## config.mk

```make
export PLATFORM = sky130hd
export DESIGN_NAME = noise_gate_attack_hold_release_flat
export DESIGN_NICKNAME = d
export VERILOG_FILES = /design/src/hdl/ngahr_pkg.sv /design/src/hdl/ngahr_in_if.sv /design/src/hdl/ngahr_out_if.sv /design/src/hdl/noise_gate_attack_hold_release.sv /design/src/hdl/ngahr_ctrl.sv /design/src/hdl/ngahr_dp.sv /design/src/flat_wrapper.sv
export SDC_FILE = /design/constraint.sdc
export NUM_CORES = 2
export LEC_CHECK = 0
export BUFFER_PORTS_ARGS = -buffer_cell sky130_fd_sc_hd__buf_2
export CAP_MARGIN = 30
export CORE_ASPECT_RATIO = 1.2
export CORE_MARGIN = 10
export CORE_UTILIZATION = 50
export CTS_CLUSTER_DIAMETER = 80
export CTS_CLUSTER_SIZE = 30
export DETAILED_ROUTE_END_ITERATION = 10
export GPL_ROUTABILITY_DRIVEN = 0
export PLACE_DENSITY = 0.68
export SYNTH_ARGS = -nofsm -noshare
export SYNTH_HDL_FRONTEND = slang
export SYNTH_SLANG_ARGS = --single-unit
```

## constraint.sdc

```tcl
create_clock -name clk -period 10.1 [get_ports clk]
set_clock_uncertainty 0.2 [all_clocks]
set_input_delay 1.01 -clock clk [delete_from_list [all_inputs] [get_ports clk]]
set_output_delay 1.01 -clock clk [all_outputs]
set_load 0.03 [all_outputs]
```

## src/hdl/ngahr_pkg.sv

```systemverilog
// Package with shared constants and types of the noise gate.
`default_nettype none
package ngahr_pkg;

    // Default sizes handed to the top level.
    localparam int SAMPLE_BITS_DEF = 16;
    localparam int COUNT_BITS_DEF  = 32;

    // Register and field widths.
    localparam int LEN_W      = 24;
    localparam int THR_W      = 16;
    localparam int K_W        = 17;
    localparam int GAIN_W     = 17;
    localparam int QUO_W      = 16;
    localparam int CFG_IDX_W  = 3;
    localparam int CFG_DATA_W = 24;
    localparam int DIV_CNT_W  = 4;

    localparam logic [GAIN_W-1:0] UNITY = 17'd65536;

    // Configuration register indexes.
    localparam logic [CFG_IDX_W-1:0] REG_ATTACK    = 3'd0;
    localparam logic [CFG_IDX_W-1:0] REG_HOLD      = 3'd1;
    localparam logic [CFG_IDX_W-1:0] REG_RELEASE   = 3'd2;
    localparam logic [CFG_IDX_W-1:0] REG_THRESHOLD = 3'd3;
    localparam logic [CFG_IDX_W-1:0] REG_SMOOTHING = 3'd4;

    // Reset values of the configuration registers.
    localparam logic [LEN_W-1:0] ATTACK_RST    = 24'd480;
    localparam logic [LEN_W-1:0] HOLD_RST      = 24'd0;
    localparam logic [LEN_W-1:0] RELEASE_RST   = 24'd4800;
    localparam logic [THR_W-1:0] THRESHOLD_RST = 16'd0;
    localparam logic [K_W-1:0]   SMOOTHING_RST = 17'd58982;

    // Operand selection of the shared multiplier.
    typedef enum logic [1:0] {
        MUL_NONE = 2'd0,
        MUL_MK   = 2'd1,
        MUL_ENV  = 2'd2,
        MUL_OUT  = 2'd3
    } mul_sel_t;

    // Commands from the controller to the datapath.
    typedef struct packed {
        logic     load;
        mul_sel_t mul_sel;
        logic     env_hold;
        logic     env_upd;
        logic     decide;
        logic     div_step;
        logic     gain_upd;
        logic     out_load;
    } ngahr_cmd_t;

endpackage
`default_nettype wire

```

## src/hdl/ngahr_in_if.sv

```systemverilog
// Request channel carrying one input sample.
`default_nettype none
interface ngahr_in_if #(parameter int SAMPLE_BITS = 16);
    logic                          valid;
    logic                          ready;
    logic signed [SAMPLE_BITS-1:0] sample_in;

    modport source (output valid, output sample_in, input ready);
    modport sink (input valid, input sample_in, output ready);
endinterface
`default_nettype wire

```

## src/hdl/ngahr_out_if.sv

```systemverilog
// Request channel carrying one gated sample and the gate flag.
`default_nettype none
interface ngahr_out_if #(parameter int SAMPLE_BITS = 16);
    logic                          valid;
    logic                          ready;
    logic signed [SAMPLE_BITS-1:0] sample_out;
    logic                          gate_open;

    modport source (output valid, output sample_out, output gate_open, input ready);
    modport sink (input valid, input sample_out, input gate_open, output ready);
endinterface
`default_nettype wire

```

## src/hdl/noise_gate_attack_hold_release.sv

```systemverilog
// Top level of the noise gate with attack, hold and release.
//
// A sample enters on in_ch and its gated value, with the gate flag, leaves
// on out_ch; both are valid/ready channels and one request in gives exactly
// one request out. The configuration port writes a register when cfg_we is
// high: attack, hold and release lengths, threshold and smoothing.
// Each sample passes the shared multiplier three times and the ramp divider,
// which yields one quotient bit a cycle until all 16 bits of the quotient
// are formed. One sample is processed at a time: a new one is accepted only
// when the controller is back in idle.
// Results wait in an output register: the next sample is accepted while a
// result is still held there, and when the receiver stalls the finished
// sample waits in the controller until the register frees up.
// Reset restores the default configuration, unity gain, an empty envelope
// and a gate in neither phase.
`default_nettype none
module noise_gate_attack_hold_release
    import ngahr_pkg::*;
#(
    parameter int SAMPLE_BITS = SAMPLE_BITS_DEF,
    parameter int COUNT_BITS  = COUNT_BITS_DEF
)
(
    input  wire logic                  clk,
    input  wire logic                  rst_n,
    ngahr_in_if.sink                   in_ch,
    ngahr_out_if.source                out_ch,
    input  wire logic                  cfg_we,
    input  wire logic [CFG_IDX_W-1:0]  cfg_idx,
    input  wire logic [CFG_DATA_W-1:0] cfg_data
);

    ngahr_cmd_t cmd;

    // Sequencer.
    ngahr_ctrl u_ctrl (
        .clk       (clk),
        .rst_n     (rst_n),
        .in_valid  (in_ch.valid),
        .in_ready  (in_ch.ready),
        .out_ready (out_ch.ready),
        .out_valid (out_ch.valid),
        .cmd       (cmd)
    );

    // Arithmetic and state.
    ngahr_dp #(
        .SAMPLE_BITS (SAMPLE_BITS),
        .COUNT_BITS  (COUNT_BITS)
    ) u_dp (
        .clk        (clk),
        .rst_n      (rst_n),
        .cmd        (cmd),
        .sample_in  (in_ch.sample_in),
        .sample_out (out_ch.sample_out),
        .gate_open  (out_ch.gate_open),
        .cfg_we     (cfg_we),
        .cfg_idx    (cfg_idx),
        .cfg_data   (cfg_data)
    );

endmodule
`default_nettype wire

```

## src/hdl/ngahr_ctrl.sv

```systemverilog
// Controller state machine sequencing one sample through the datapath.
`default_nettype none
module ngahr_ctrl
    import ngahr_pkg::*;
(
    input  wire logic clk,
    input  wire logic rst_n,
    input  wire logic in_valid,
    output logic      in_ready,
    input  wire logic out_ready,
    output logic      out_valid,
    output ngahr_cmd_t cmd
);

    typedef enum logic [8:0] {
        S_IDLE   = 9'b000000001,
        S_MUL_K  = 9'b000000010,
        S_MUL_E  = 9'b000000100,
        S_ENV    = 9'b000001000,
        S_DECIDE = 9'b000010000,
        S_DIV    = 9'b000100000,
        S_GAIN   = 9'b001000000,
        S_MUL_O  = 9'b010000000,
        S_DONE   = 9'b100000000
    } state_t;

    state_t               state_reg, state_next;
    logic [DIV_CNT_W-1:0] div_cnt_reg, div_cnt_next;
    logic                 out_valid_reg, out_valid_next;

    assign in_ready  = (state_reg == S_IDLE);
    assign out_valid = out_valid_reg;

    // Next state and commands.
    always_comb
    begin
        state_next   = state_reg;
        div_cnt_next = div_cnt_reg;
        cmd          = '0;
        cmd.mul_sel  = MUL_NONE;
        unique case (state_reg)
            S_IDLE:
            begin
                if (in_valid)
                begin
                    cmd.load   = 1'b1;
                    state_next = S_MUL_K;
                end
            end
            S_MUL_K:
            begin
                cmd.mul_sel = MUL_MK;
                state_next  = S_MUL_E;
            end
            S_MUL_E:
            begin
                cmd.mul_sel  = MUL_ENV;
                cmd.env_hold = 1'b1;
                state_next   = S_ENV;
            end
            S_ENV:
            begin
                cmd.env_upd = 1'b1;
                state_next  = S_DECIDE;
            end
            S_DECIDE:
            begin
                cmd.decide   = 1'b1;
                div_cnt_next = '0;
                state_next   = S_DIV;
            end
            S_DIV:
            begin
                cmd.div_step = 1'b1;
                div_cnt_next = div_cnt_reg + 1'b1;
                if (div_cnt_reg == {DIV_CNT_W{1'b1}})
                begin
                    state_next = S_GAIN;
                end
            end
            S_GAIN:
            begin
                cmd.gain_upd = 1'b1;
                state_next   = S_MUL_O;
            end
            S_MUL_O:
            begin
                cmd.mul_sel = MUL_OUT;
                state_next  = S_DONE;
            end
            S_DONE:
            begin
                if (!out_valid_reg || out_ready)
                begin
                    cmd.out_load = 1'b1;
                    state_next   = S_IDLE;
                end
            end
            default:
            begin
                state_next = S_IDLE;
            end
        endcase
    end

    // Output register valid flag.
    always_comb
    begin
        out_valid_next = out_valid_reg;
        if (cmd.out_load)
        begin
            out_valid_next = 1'b1;
        end
        else if (out_ready)
        begin
            out_valid_next = 1'b0;
        end
    end

    always_ff @(posedge clk or negedge rst_n)
    begin
        if (!rst_n)
        begin
            state_reg     <= S_IDLE;
            div_cnt_reg   <= '0;
            out_valid_reg <= 1'b0;
        end
        else
        begin
            state_reg     <= state_next;
            div_cnt_reg   <= div_cnt_next;
            out_valid_reg <= out_valid_next;
        end
    end

endmodule
`default_nettype wire

```

## src/hdl/ngahr_dp.sv

```systemverilog
// Datapath: configuration, gate state, shared multiplier and serial divider.
`default_nettype none
module ngahr_dp
    import ngahr_pkg::*;
#(
    parameter int SAMPLE_BITS = SAMPLE_BITS_DEF,
    parameter int COUNT_BITS  = COUNT_BITS_DEF
)
(
    input  wire logic                          clk,
    input  wire logic                          rst_n,
    input  wire ngahr_cmd_t                    cmd,
    input  wire logic signed [SAMPLE_BITS-1:0] sample_in,
    output logic signed [SAMPLE_BITS-1:0]      sample_out,
    output logic                               gate_open,
    input  wire logic                          cfg_we,
    input  wire logic [CFG_IDX_W-1:0]          cfg_idx,
    input  wire logic [CFG_DATA_W-1:0]         cfg_data
);

    localparam int ENV_W  = SAMPLE_BITS + 17;
    localparam int PROD_W = K_W + ENV_W;
    localparam int CW     = (COUNT_BITS > LEN_W) ? COUNT_BITS : LEN_W;

    // Configuration registers.
    logic [LEN_W-1:0] attack_reg, hold_reg, release_reg;
    logic [THR_W-1:0] thr_reg;
    logic [K_W-1:0]   smooth_reg;

    // Per-sample working registers.
    logic [SAMPLE_BITS-1:0] mag_reg;
    logic                   neg_reg;
    logic [K_W-1:0]         k_reg;
    logic [PROD_W-1:0]      prod_reg;
    logic [ENV_W-1:0]       acc_reg;
    logic                   open_reg;
    logic                   hold_ok_reg;
    logic                   cap_reg;
    logic [LEN_W-1:0]       len_reg;
    logic [LEN_W-1:0]       rem_reg;
    logic [QUO_W-1:0]       quo_reg;

    // Gate state.
    logic [GAIN_W-1:0]     gain_reg, low_reg, peak_reg;
    logic [ENV_W-1:0]      env_reg;
    logic [COUNT_BITS-1:0] cnt_reg, ostart_reg, cstart_reg;
    logic                  ph_open_reg, ph_close_reg;

    // Output register.
    logic [SAMPLE_BITS-1:0] out_sample_reg;
    logic                   out_gate_reg;

    assign sample_out = signed'(out_sample_reg);
    assign gate_open  = out_gate_reg;

    // Configuration writes; indexes beyond the list are ignored.
    always_ff @(posedge clk or negedge rst_n)
    begin
        if (!rst_n)
        begin
            attack_reg  <= ATTACK_RST;
            hold_reg    <= HOLD_RST;
            release_reg <= RELEASE_RST;
            thr_reg     <= THRESHOLD_RST;
            smooth_reg  <= SMOOTHING_RST;
        end
        else if (cfg_we)
        begin
            unique case (cfg_idx)
                REG_ATTACK:    attack_reg  <= cfg_data;
                REG_HOLD:      hold_reg    <= cfg_data;
                REG_RELEASE:   release_reg <= cfg_data;
                REG_THRESHOLD: thr_reg     <= cfg_data[THR_W-1:0];
                REG_SMOOTHING: smooth_reg  <= {1'b0, cfg_data[K_W-2:0]} |
                                              (cfg_data[K_W-1] ? UNITY : '0);
                default:       ;
            endcase
        end
    end

    // Input magnitude and saturated coefficient.
    logic [SAMPLE_BITS-1:0] raw_mag;
    logic [K_W-1:0]         k_sat;
    always_comb
    begin
        raw_mag = sample_in[SAMPLE_BITS-1] ? (~sample_in + 1'b1) : sample_in;
        k_sat   = (smooth_reg > UNITY) ? UNITY : smooth_reg;
    end

    // Shared multiplier operands.
    logic [K_W-1:0]   mul_a;
    logic [ENV_W-1:0] mul_b;
    always_comb
    begin
        unique case (cmd.mul_sel)
            MUL_MK:
            begin
                mul_a = k_reg;
                mul_b = ENV_W'(mag_reg);
            end
            MUL_ENV:
            begin
                mul_a = UNITY - k_reg;
                mul_b = env_reg;
            end
            MUL_OUT:
            begin
                mul_a = gain_reg;
                mul_b = ENV_W'(mag_reg);
            end
            default:
            begin
                mul_a = '0;
                mul_b = '0;
            end
        endcase
    end

    // Phase decision and ramp setup.
    logic                  open_now;
    logic [COUNT_BITS-1:0] elapsed, ramp_num;
    logic [CW-1:0]         hold_ext;
    logic [LEN_W-1:0]      len_sel;
    logic                  hold_ok;
    always_comb
    begin
        open_now = env_reg > ENV_W'({thr_reg, 16'd0});
        if (open_now)
        begin
            elapsed = ph_open_reg ? (cnt_reg - ostart_reg) : '0;
        end
        else
        begin
            elapsed = ph_close_reg ? (cnt_reg - cstart_reg) : '0;
        end
        hold_ext = CW'(hold_reg);
        hold_ok  = open_now || (CW'(elapsed) >= hold_ext);
        ramp_num = open_now ? elapsed : COUNT_BITS'(CW'(elapsed) - hold_ext);
        len_sel  = open_now ? attack_reg : release_reg;
        if (len_sel == '0)
        begin
            len_sel = LEN_W'(1);
        end
    end

    // Divider step: one quotient bit a cycle.
    logic [LEN_W:0] rem_sh;
    logic           rem_ge;
    always_comb
    begin
        rem_sh = {rem_reg, 1'b0};
        rem_ge = rem_sh >= {1'b0, len_reg};
    end

    // Gain update.
    logic [GAIN_W-1:0] q_amt, gain_new;
    logic [GAIN_W:0]   up_sum, down_sum;
    always_comb
    begin
        q_amt    = cap_reg ? UNITY : GAIN_W'(quo_reg);
        up_sum   = {1'b0, low_reg} + {1'b0, q_amt};
        down_sum = {1'b0, q_amt} + {1'b0, peak_reg};
        if (open_reg)
        begin
            gain_new = (up_sum > {1'b0, UNITY}) ? UNITY : up_sum[GAIN_W-1:0];
        end
        else if (hold_ok_reg)
        begin
            gain_new = (down_sum >= {1'b0, UNITY}) ? '0 :
                       GAIN_W'({1'b0, UNITY} - down_sum);
        end
        else
        begin
            gain_new = gain_reg;
        end
    end

    // Output value from the last product.
    logic [SAMPLE_BITS-1:0] scaled;
    always_comb
    begin
        scaled = prod_reg[SAMPLE_BITS+15:16];
    end

    // Working registers.
    always_ff @(posedge clk)
    begin
        if (cmd.load)
        begin
            mag_reg <= raw_mag;
            neg_reg <= sample_in[SAMPLE_BITS-1];
            k_reg   <= k_sat;
        end
        if (cmd.mul_sel != MUL_NONE)
        begin
            prod_reg <= PROD_W'(mul_a) * PROD_W'(mul_b);
        end
        if (cmd.env_hold)
        begin
            acc_reg <= prod_reg[ENV_W-1:0];
        end
        if (cmd.decide)
        begin
            open_reg    <= open_now;
            hold_ok_reg <= hold_ok;
            len_reg     <= len_sel;
            cap_reg     <= CW'(ramp_num) >= CW'(len_sel);
            rem_reg     <= LEN_W'(CW'(ramp_num)) &
                           {LEN_W{(CW'(ramp_num) < CW'(len_sel))}};
            quo_reg     <= '0;
        end
        if (cmd.div_step)
        begin
            rem_reg <= rem_ge ? LEN_W'(rem_sh - {1'b0, len_reg}) : rem_sh[LEN_W-1:0];
            quo_reg <= {quo_reg[QUO_W-2:0], rem_ge};
        end
        if (cmd.out_load)
        begin
            out_sample_reg <= neg_reg ? (~scaled + 1'b1) : scaled;
            out_gate_reg   <= open_reg;
        end
    end

    // Gate state registers.
    always_ff @(posedge clk or negedge rst_n)
    begin
        if (!rst_n)
        begin
            gain_reg     <= UNITY;
            env_reg      <= '0;
            low_reg      <= '0;
            peak_reg     <= '0;
            cnt_reg      <= '0;
            ostart_reg   <= '0;
            cstart_reg   <= '0;
            ph_open_reg  <= 1'b0;
            ph_close_reg <= 1'b0;
        end
        else
        begin
            if (cmd.load)
            begin
                cnt_reg <= cnt_reg + 1'b1;
            end
            if (cmd.env_upd)
            begin
                env_reg <= acc_reg + ENV_W'(prod_reg[PROD_W-1:16]);
            end
            if (cmd.decide)
            begin
                if (open_now && !ph_open_reg)
                begin
                    peak_reg     <= gain_reg;
                    ostart_reg   <= cnt_reg;
                    ph_open_reg  <= 1'b1;
                    ph_close_reg <= 1'b0;
                end
                else if (!open_now && !ph_close_reg)
                begin
                    low_reg      <= gain_reg;
                    peak_reg     <= UNITY - peak_reg;
                    cstart_reg   <= cnt_reg;
                    ph_close_reg <= 1'b1;
                    ph_open_reg  <= 1'b0;
                end
            end
            if (cmd.gain_upd)
            begin
                gain_reg <= gain_new;
                if (open_reg)
                begin
                    if (gain_new > peak_reg)
                    begin
                        peak_reg <= gain_new;
                    end
                end
                else if (low_reg > gain_new)
                begin
                    low_reg <= gain_new;
                end
            end
        end
    end

endmodule
`default_nettype wire
```

## src/flat_wrapper.sv

```systemverilog
// flat-port wrapper written by rule: the top's interface ports become plain ports
module noise_gate_attack_hold_release_flat import ngahr_pkg::*;
#(
    parameter int SAMPLE_BITS = SAMPLE_BITS_DEF,
    parameter int COUNT_BITS  = COUNT_BITS_DEF
)
  (clk, rst_n, cfg_we, cfg_idx, cfg_data, in_ch_valid, in_ch_sample_in, in_ch_ready, out_ch_valid, out_ch_sample_out, out_ch_gate_open, out_ch_ready);
  ngahr_in_if #(.SAMPLE_BITS(SAMPLE_BITS)) in_ch_i ();
  ngahr_out_if #(.SAMPLE_BITS(SAMPLE_BITS)) out_ch_i ();
  input  wire logic clk;
  input  wire logic rst_n;
  input  wire logic cfg_we;
  input  wire logic [CFG_IDX_W-1:0] cfg_idx;
  input  wire logic [CFG_DATA_W-1:0] cfg_data;
  input wire logic [$bits(in_ch_i.valid)-1:0] in_ch_valid;
  input wire logic [$bits(in_ch_i.sample_in)-1:0] in_ch_sample_in;
  output wire logic [$bits(in_ch_i.ready)-1:0] in_ch_ready;
  output wire logic [$bits(out_ch_i.valid)-1:0] out_ch_valid;
  output wire logic [$bits(out_ch_i.sample_out)-1:0] out_ch_sample_out;
  output wire logic [$bits(out_ch_i.gate_open)-1:0] out_ch_gate_open;
  input wire logic [$bits(out_ch_i.ready)-1:0] out_ch_ready;
  assign in_ch_i.valid = in_ch_valid;
  assign in_ch_i.sample_in = in_ch_sample_in;
  assign in_ch_ready = in_ch_i.ready;
  assign out_ch_valid = out_ch_i.valid;
  assign out_ch_sample_out = out_ch_i.sample_out;
  assign out_ch_gate_open = out_ch_i.gate_open;
  assign out_ch_i.ready = out_ch_ready;
  noise_gate_attack_hold_release #(.SAMPLE_BITS(SAMPLE_BITS), .COUNT_BITS(COUNT_BITS)) u_core (.clk(clk), .rst_n(rst_n), .in_ch(in_ch_i), .out_ch(out_ch_i), .cfg_we(cfg_we), .cfg_idx(cfg_idx), .cfg_data(cfg_data));
endmodule
```

## Word-level counts from Yosys, hierarchy flattened

Cells that the tools add are included.
Widths: inputs -> output; s select.

- Add/subtract/negate cells: 14
- Multipliers: 1
- Magnitude comparators: 10
- Eq/ne operators: 20
- Muxes and demuxes: 54
- Bitwise logic cells: 5
- Reduce and logical (&&, ||, !) cells: 25

Operators by type and width:

| cell | number |
|---|---|
| $mux 17 | 18 |
| $mux 32 | 4 |
| $mux 24 | 5 |
| $pmux 9 s9 | 1 |
| $pmux 33 s2 | 1 |
| $ge 32x24->1 | 2 |
| $sub 32x32->32 | 2 |
| $pmux 17 s3 | 1 |
| $sub 17x17->17 const A | 3 |
| $mul 17x33->49 | 1 |
| $mux 16 | 3 |
| $add 17x17->18 | 2 |
| $gt 17x17->1 | 2 |
| $add 33x33->33 | 1 |
| $gt 33x32->1 | 1 |
| $add 16x1->16 const B | 2 |
| $add 32x1->32 const B | 1 |
| $lt 32x24->1 | 1 |
| $not 16->16 | 2 |
| $sub 32x24->32 | 1 |
| $mux 9 | 3 |
| $ge 25x24->1 | 1 |
| $and 24x24->24 | 1 |
| $logic_not 24->1 | 1 |
| other kinds (35) | 69 |

- Register bits after elaboration: 501
- Input port bits: 48
- Output and inout bits: 19

## Logic depth before layout (Yosys ltp)

- Word-level depth: 10
- Depth in mapped cells: 36
- Gate-level depth less buffers: 35

## By module

A second synthesis with hierarchy kept.

- Cells, all modules: 5410
- Area, all modules: 50033.0 sq um

Modules (own cells, without submodules):

| module | times used | cells each | area each (sq um) | seq. area each (sq um) |
|---|---|---|---|---|
| ngahr_dp | 1 | 5321 | 49197.2 | 13210.2 |
| ngahr_ctrl | 1 | 89 | 835.8 | 351.6 |

## Worst setup path before layout

Ideal clock, no wire load.

- Path kind: flip-flop to flip-flop
- Start: register u_core.u_ctrl.state_reg[4]
- End: register u_core.u_dp.prod_reg[46], data pin
- Setup time: 0.259 ns
- Arrival: 9.230 ns
- Required time: 9.641 ns
- Path slack: 0.411 ns
- Cell stages (with the launch flop): 33
- Buffers on the path: 4
- Path through: dfrtp_1 -> or2_2 -> clkbuf_1 -> nor4_1 -> nand4b_1 -> clkinv_1 -> clkbuf_1 -> clkbuf_1 -> clkbuf_1 -> nand2_1 -> nor2_1 -> fa_1 -> inv_1 -> fa_1 -> fa_1 -> inv_1 -> fa_1 -> fa_1 -> inv_1 -> fa_1 -> inv_1 -> ha_1 -> a21o_1 -> a21o_1 -> a21oi_1 -> o21ai_0 -> a221oi_1 -> nand2_1 -> a31o_2 -> a21o_1 -> a31o_2 -> a21oi_1 -> xnor2_1

- Longest elaborated chain between the ends: 6

Ends and longest elaborated chain:

| element | line | text |
|---|---|---|
| start, declared | ngahr_ctrl.sv:27 | `state_t state_reg, state_next;` |
| start signal, assigned | ngahr_ctrl.sv:130 | `state_reg <= state_next;` |
| $eq 9x8->1, or another cell as far along | ngahr_ctrl.sv:41 | `unique case (state_reg)` |
| $pmux 2 s3 (*) | ngahr_ctrl.sv:41 |  |
| $eq 2x2->1 or $eq 2x1->1 (tied branches) | ngahr_dp.sv:95 | `unique case (cmd.mul_sel)` |
| $reduce_or 2->1 (no source line) | n/a |  |
| $pmux 33 s2 | ngahr_dp.sv:95 |  |
| $mul 17x33->49 (*) | ngahr_dp.sv:196 | `prod_reg <= PROD_W'(mul_a) * PROD_W'(mul_b);` |
| end signal, assigned | ngahr_dp.sv:196 |  |
| end, declared | ngahr_dp.sv:34 | `logic [PROD_W-1:0] prod_reg;` |

Mark *: on every way between the ends. The rest lies on a longest branch, timed or not.
A chain may end at the register's enable or synchronous reset.

## Final worst setup path

- Start: register u_core.u_dp.k_reg[2]
- End: register u_core.u_dp.prod_reg[48], data pin

- Longest elaborated chain between the ends: 3

Ends and longest elaborated chain:

| element | line | text |
|---|---|---|
| start, declared | ngahr_dp.sv:33 | `logic [K_W-1:0] k_reg;` |
| start signal, assigned | ngahr_dp.sv:192 | `k_reg <= k_sat;` |
| $sub 17x17->17 | ngahr_dp.sv:103 | `mul_a = UNITY - k_reg;` |
| $pmux 17 s3 (*) | ngahr_dp.sv:95 |  |
| $mul 17x33->49 (*) | ngahr_dp.sv:196 |  |

Marks and branches as above.

==> flow_metrics.tcl <==
set metrics [dict create \
    cts_tree "yes" \
    synth-seq-cells 501 \
    nets 6376 \
    synth-edff-count 200 \
    cts_max_path_buffers 3 \
    io_buffers 66 \
    initial_utilization_pct 50.2 \
    utilization_pct 53.7 \
    synth_area_leaders "fa_1 19%, dfrtp_1 14%, edfxtp_1 12%, ha_1 9.4%, inv_1 6.1%" \
    wl_microns 144000 \
    arrival_ns 10.01 \
    overflow 0 \
    critPathSlowestCell "fa_1" \
    grt_pass1_wl_microns 225000 \
    worstPathRequired_ns 10.31 \
    path_class "flop to flop" \
    drtAntennaViolNets 0 \
    post-route-period-util_pct 97.1 \
    grt_use_total_pct 25.0 \
    drive_gt1_share_pct 8.10 \
    reg2regPathDepth 32 \
    syn-num-nets 6372 \
    fp.dieH_microns 367 \
    syn_area_sq_um 50100 \
    setup_viol 0 \
    post-place-ws_ns 0.181 \
    pwr-share-seq_pct 30.8 \
    clock_latency_ns 0.66 \
    worstMarginPinSlew_ns 1.15 \
    postSynthCellCount 5477 \
    drv_cap 0 \
    dr.pass1.iters 9 \
    hold_viol_final 0 \
    p_comb_share_pct 53.4 \
    stdcell_count 6795 \
    max_slew_margin_pct 23.4 \
    cts_made_buffers 30 \
    synth_top_area_share_pct 18.8 \
    yosysSeqAreaShare_pct 27.1 \
    postSynth.asyncResetShare_pct 60.1 \
    internal-power_mw 5.16 \
    pwr-share-clk_pct 15.7 \
    antenna_found_initial 1 \
    max_freq_mhz 102 \
    avgSynthCellArea_sq_um 9.15 \
    grt_max_degree 97 \
    ios 67 \
    ys_warn_count 0 \
    rsz0062_at_grt "false" \
    powerDensity_nw_per_um2 182 \
    holdCritPathClass "input port to async pin" \
    drc 0 \
    final_common_cell "inv_1" \
    fin_ws_ns 0.292 \
    first_iter_violations 3134 \
    largest_reg_flops 49 \
    period_needed_ns 9.81 \
    clk_pin_slew_ns 0.11 \
    drt-vias-per-instance 5.85 \
    fin_total_pwr_mw 9.75 \
    cp-end-kind "flop" \
    status "complete, no violations" \
    grt_pass1_vias 39800 \
    tns_ns 0 \
    h-tree-depth 1 \
    cellLeakagePower_nw 24.9 \
    switching_power_mw 4.58 \
    core_area_sq_um 99800 \
    synthToLayoutAreaGrowth_pct 7.02 \
    hold_buffers 0 \
    final-max-slew-violation-count 0 \
    diodes 0 \
    crit_path_frequent_cell "or3_1" \
    placedCellCount 6734 \
    most-common-layout-cells "820 x inv_1, 711 x nand2_1, 470 x fa_1" \
    cts_root_buffer "clkbuf_16" \
    netSwitchingFraction_pct 47.0 \
    die_x_microns 309 \
    cpPeakStageDelay_ns 0.55 \
    irDropWorstVdd_mv 0.162 \
    wl_per_cell_microns 21.2 \
    cp_max_fo 5 \
    crit_path_start_kind "flop" \
    cts.sinks 501 \
    rows 127 \
    vias 39800 \
    die_area_sq_um 113000 \
    place_hpwl_microns 115000 \
    yosysUniqueCellTypes 90 \
    yosysTopAreaCell "fa_1" \
    ys.flop_type "dfrtp_1" \
]
-- cell families after synthesis --
logic type / Yosys count / synth area share [%]
adder cells (fa/ha/maj): 847 / 28.2
multiplexers: 171 / 3.70
AO/OA/AOI/OAI: 1086 / 14.3
buffers and inverters: 1025 / 7.80
XOR/XNOR: 259 / 4.53
AND/OR/NAND/NOR: 1588 / 14.4
flip-flops: 501 / 27.1
-- synth_stat cells, types with 57 or more instances --
cell type  count
clkbuf_1     179
nor2b_1       78
nand2_1      712
fa_1         470
o21a_1        57
nor2_1       358
mux2_2       115
nand3_1       59
edfxtp_1     200
xor2_1        92
ha_1         377
a21o_1       114
a21oi_1      251
xnor2_1      167
o21ai_0      286
dfrtp_1      282
and2_1        73
inv_1        820
nor3_1        61
-- critical path, delay by kind of cell, from the launching register on --
| family | cells | cell delay (ns) |
|---|---|---|
| adders and majority gates | 7 | 3.52 |
| xor gates and xnor gates | 1 | 0.10 |
| DFF | 1 | 0.44 |
| AOI/OAI and AO/OA | 7 | 1.43 |
| buffers and inverters | 5 | 0.47 |
| and+or+nand+nor | 12 | 3.38 |
-- power by group through the flow --
stage,sequential (mW),clock (mW),combinational (mW)
floorplan,2.78,0,3.65
global placement,3.02,0,4.99
detailed placement,3.03,0,5.09
CTS,2.99,1.55,5.12
global route,3.02,1.62,5.71
finish,3.01,1.53,5.21
-- through the flow --
step                hold WS, ns  instance area (sq um)
CTS                       0.182                  53500
global route              0.201                  53600
finish                    0.169                  53600
detailed placement        0.205                  52300
floorplan                 0.200                  50100
global placement          0.206                  52200
-- path summary, 6_finish.rpt --
kind	startpoint	endpoint	slack [ns]
min	rst_n	u_core.u_dp.cnt_reg[16]	0.17
max	u_core.u_dp.k_reg[2]	u_core.u_dp.prod_reg[48]	0.29
max reg2reg	u_core.u_dp.k_reg[2]	u_core.u_dp.prod_reg[48]	0.29
max in group asynchronous	rst_n	u_core.u_dp.low_reg[9]	7.74
min reg2reg	u_core.u_dp.prod_reg[1]	u_core.u_dp.acc_reg[1]	0.23
min in group clk	u_core.u_dp.prod_reg[1]	u_core.u_dp.acc_reg[1]	0.23
-- layout make-up --
cell class / instances / area (sq um)
clock buffers: 34 / 787
flip-flops and latches: 501 / 13600
inverters: 822 / 3090
multi-input cells: 3951 / 32900
repair buffers: 175 / 1330
well taps: 1290 / 1610
fillers: 9009 / 46200
clock inverters: 22 / 397
-- metal layers --
metal | share of wire, % | vias to the layer above | global-route usage [%]
met5 | 0 | - | 0
met4 | 6.1 | 0 | 12.9
met3 | 5.4 | 380 | 2.69
met2 | 48 | 1357 | 42.3
met1 | 40 | 19700 | 31.4
li1 | - | 18300 | -
-- what timing repair did --
action                     in CTS  in global routing
setup buffers                   0                  2
setup endpoints to repair       0                 10
resized for setup               0                 19
(Power assumes the default switching activity.)
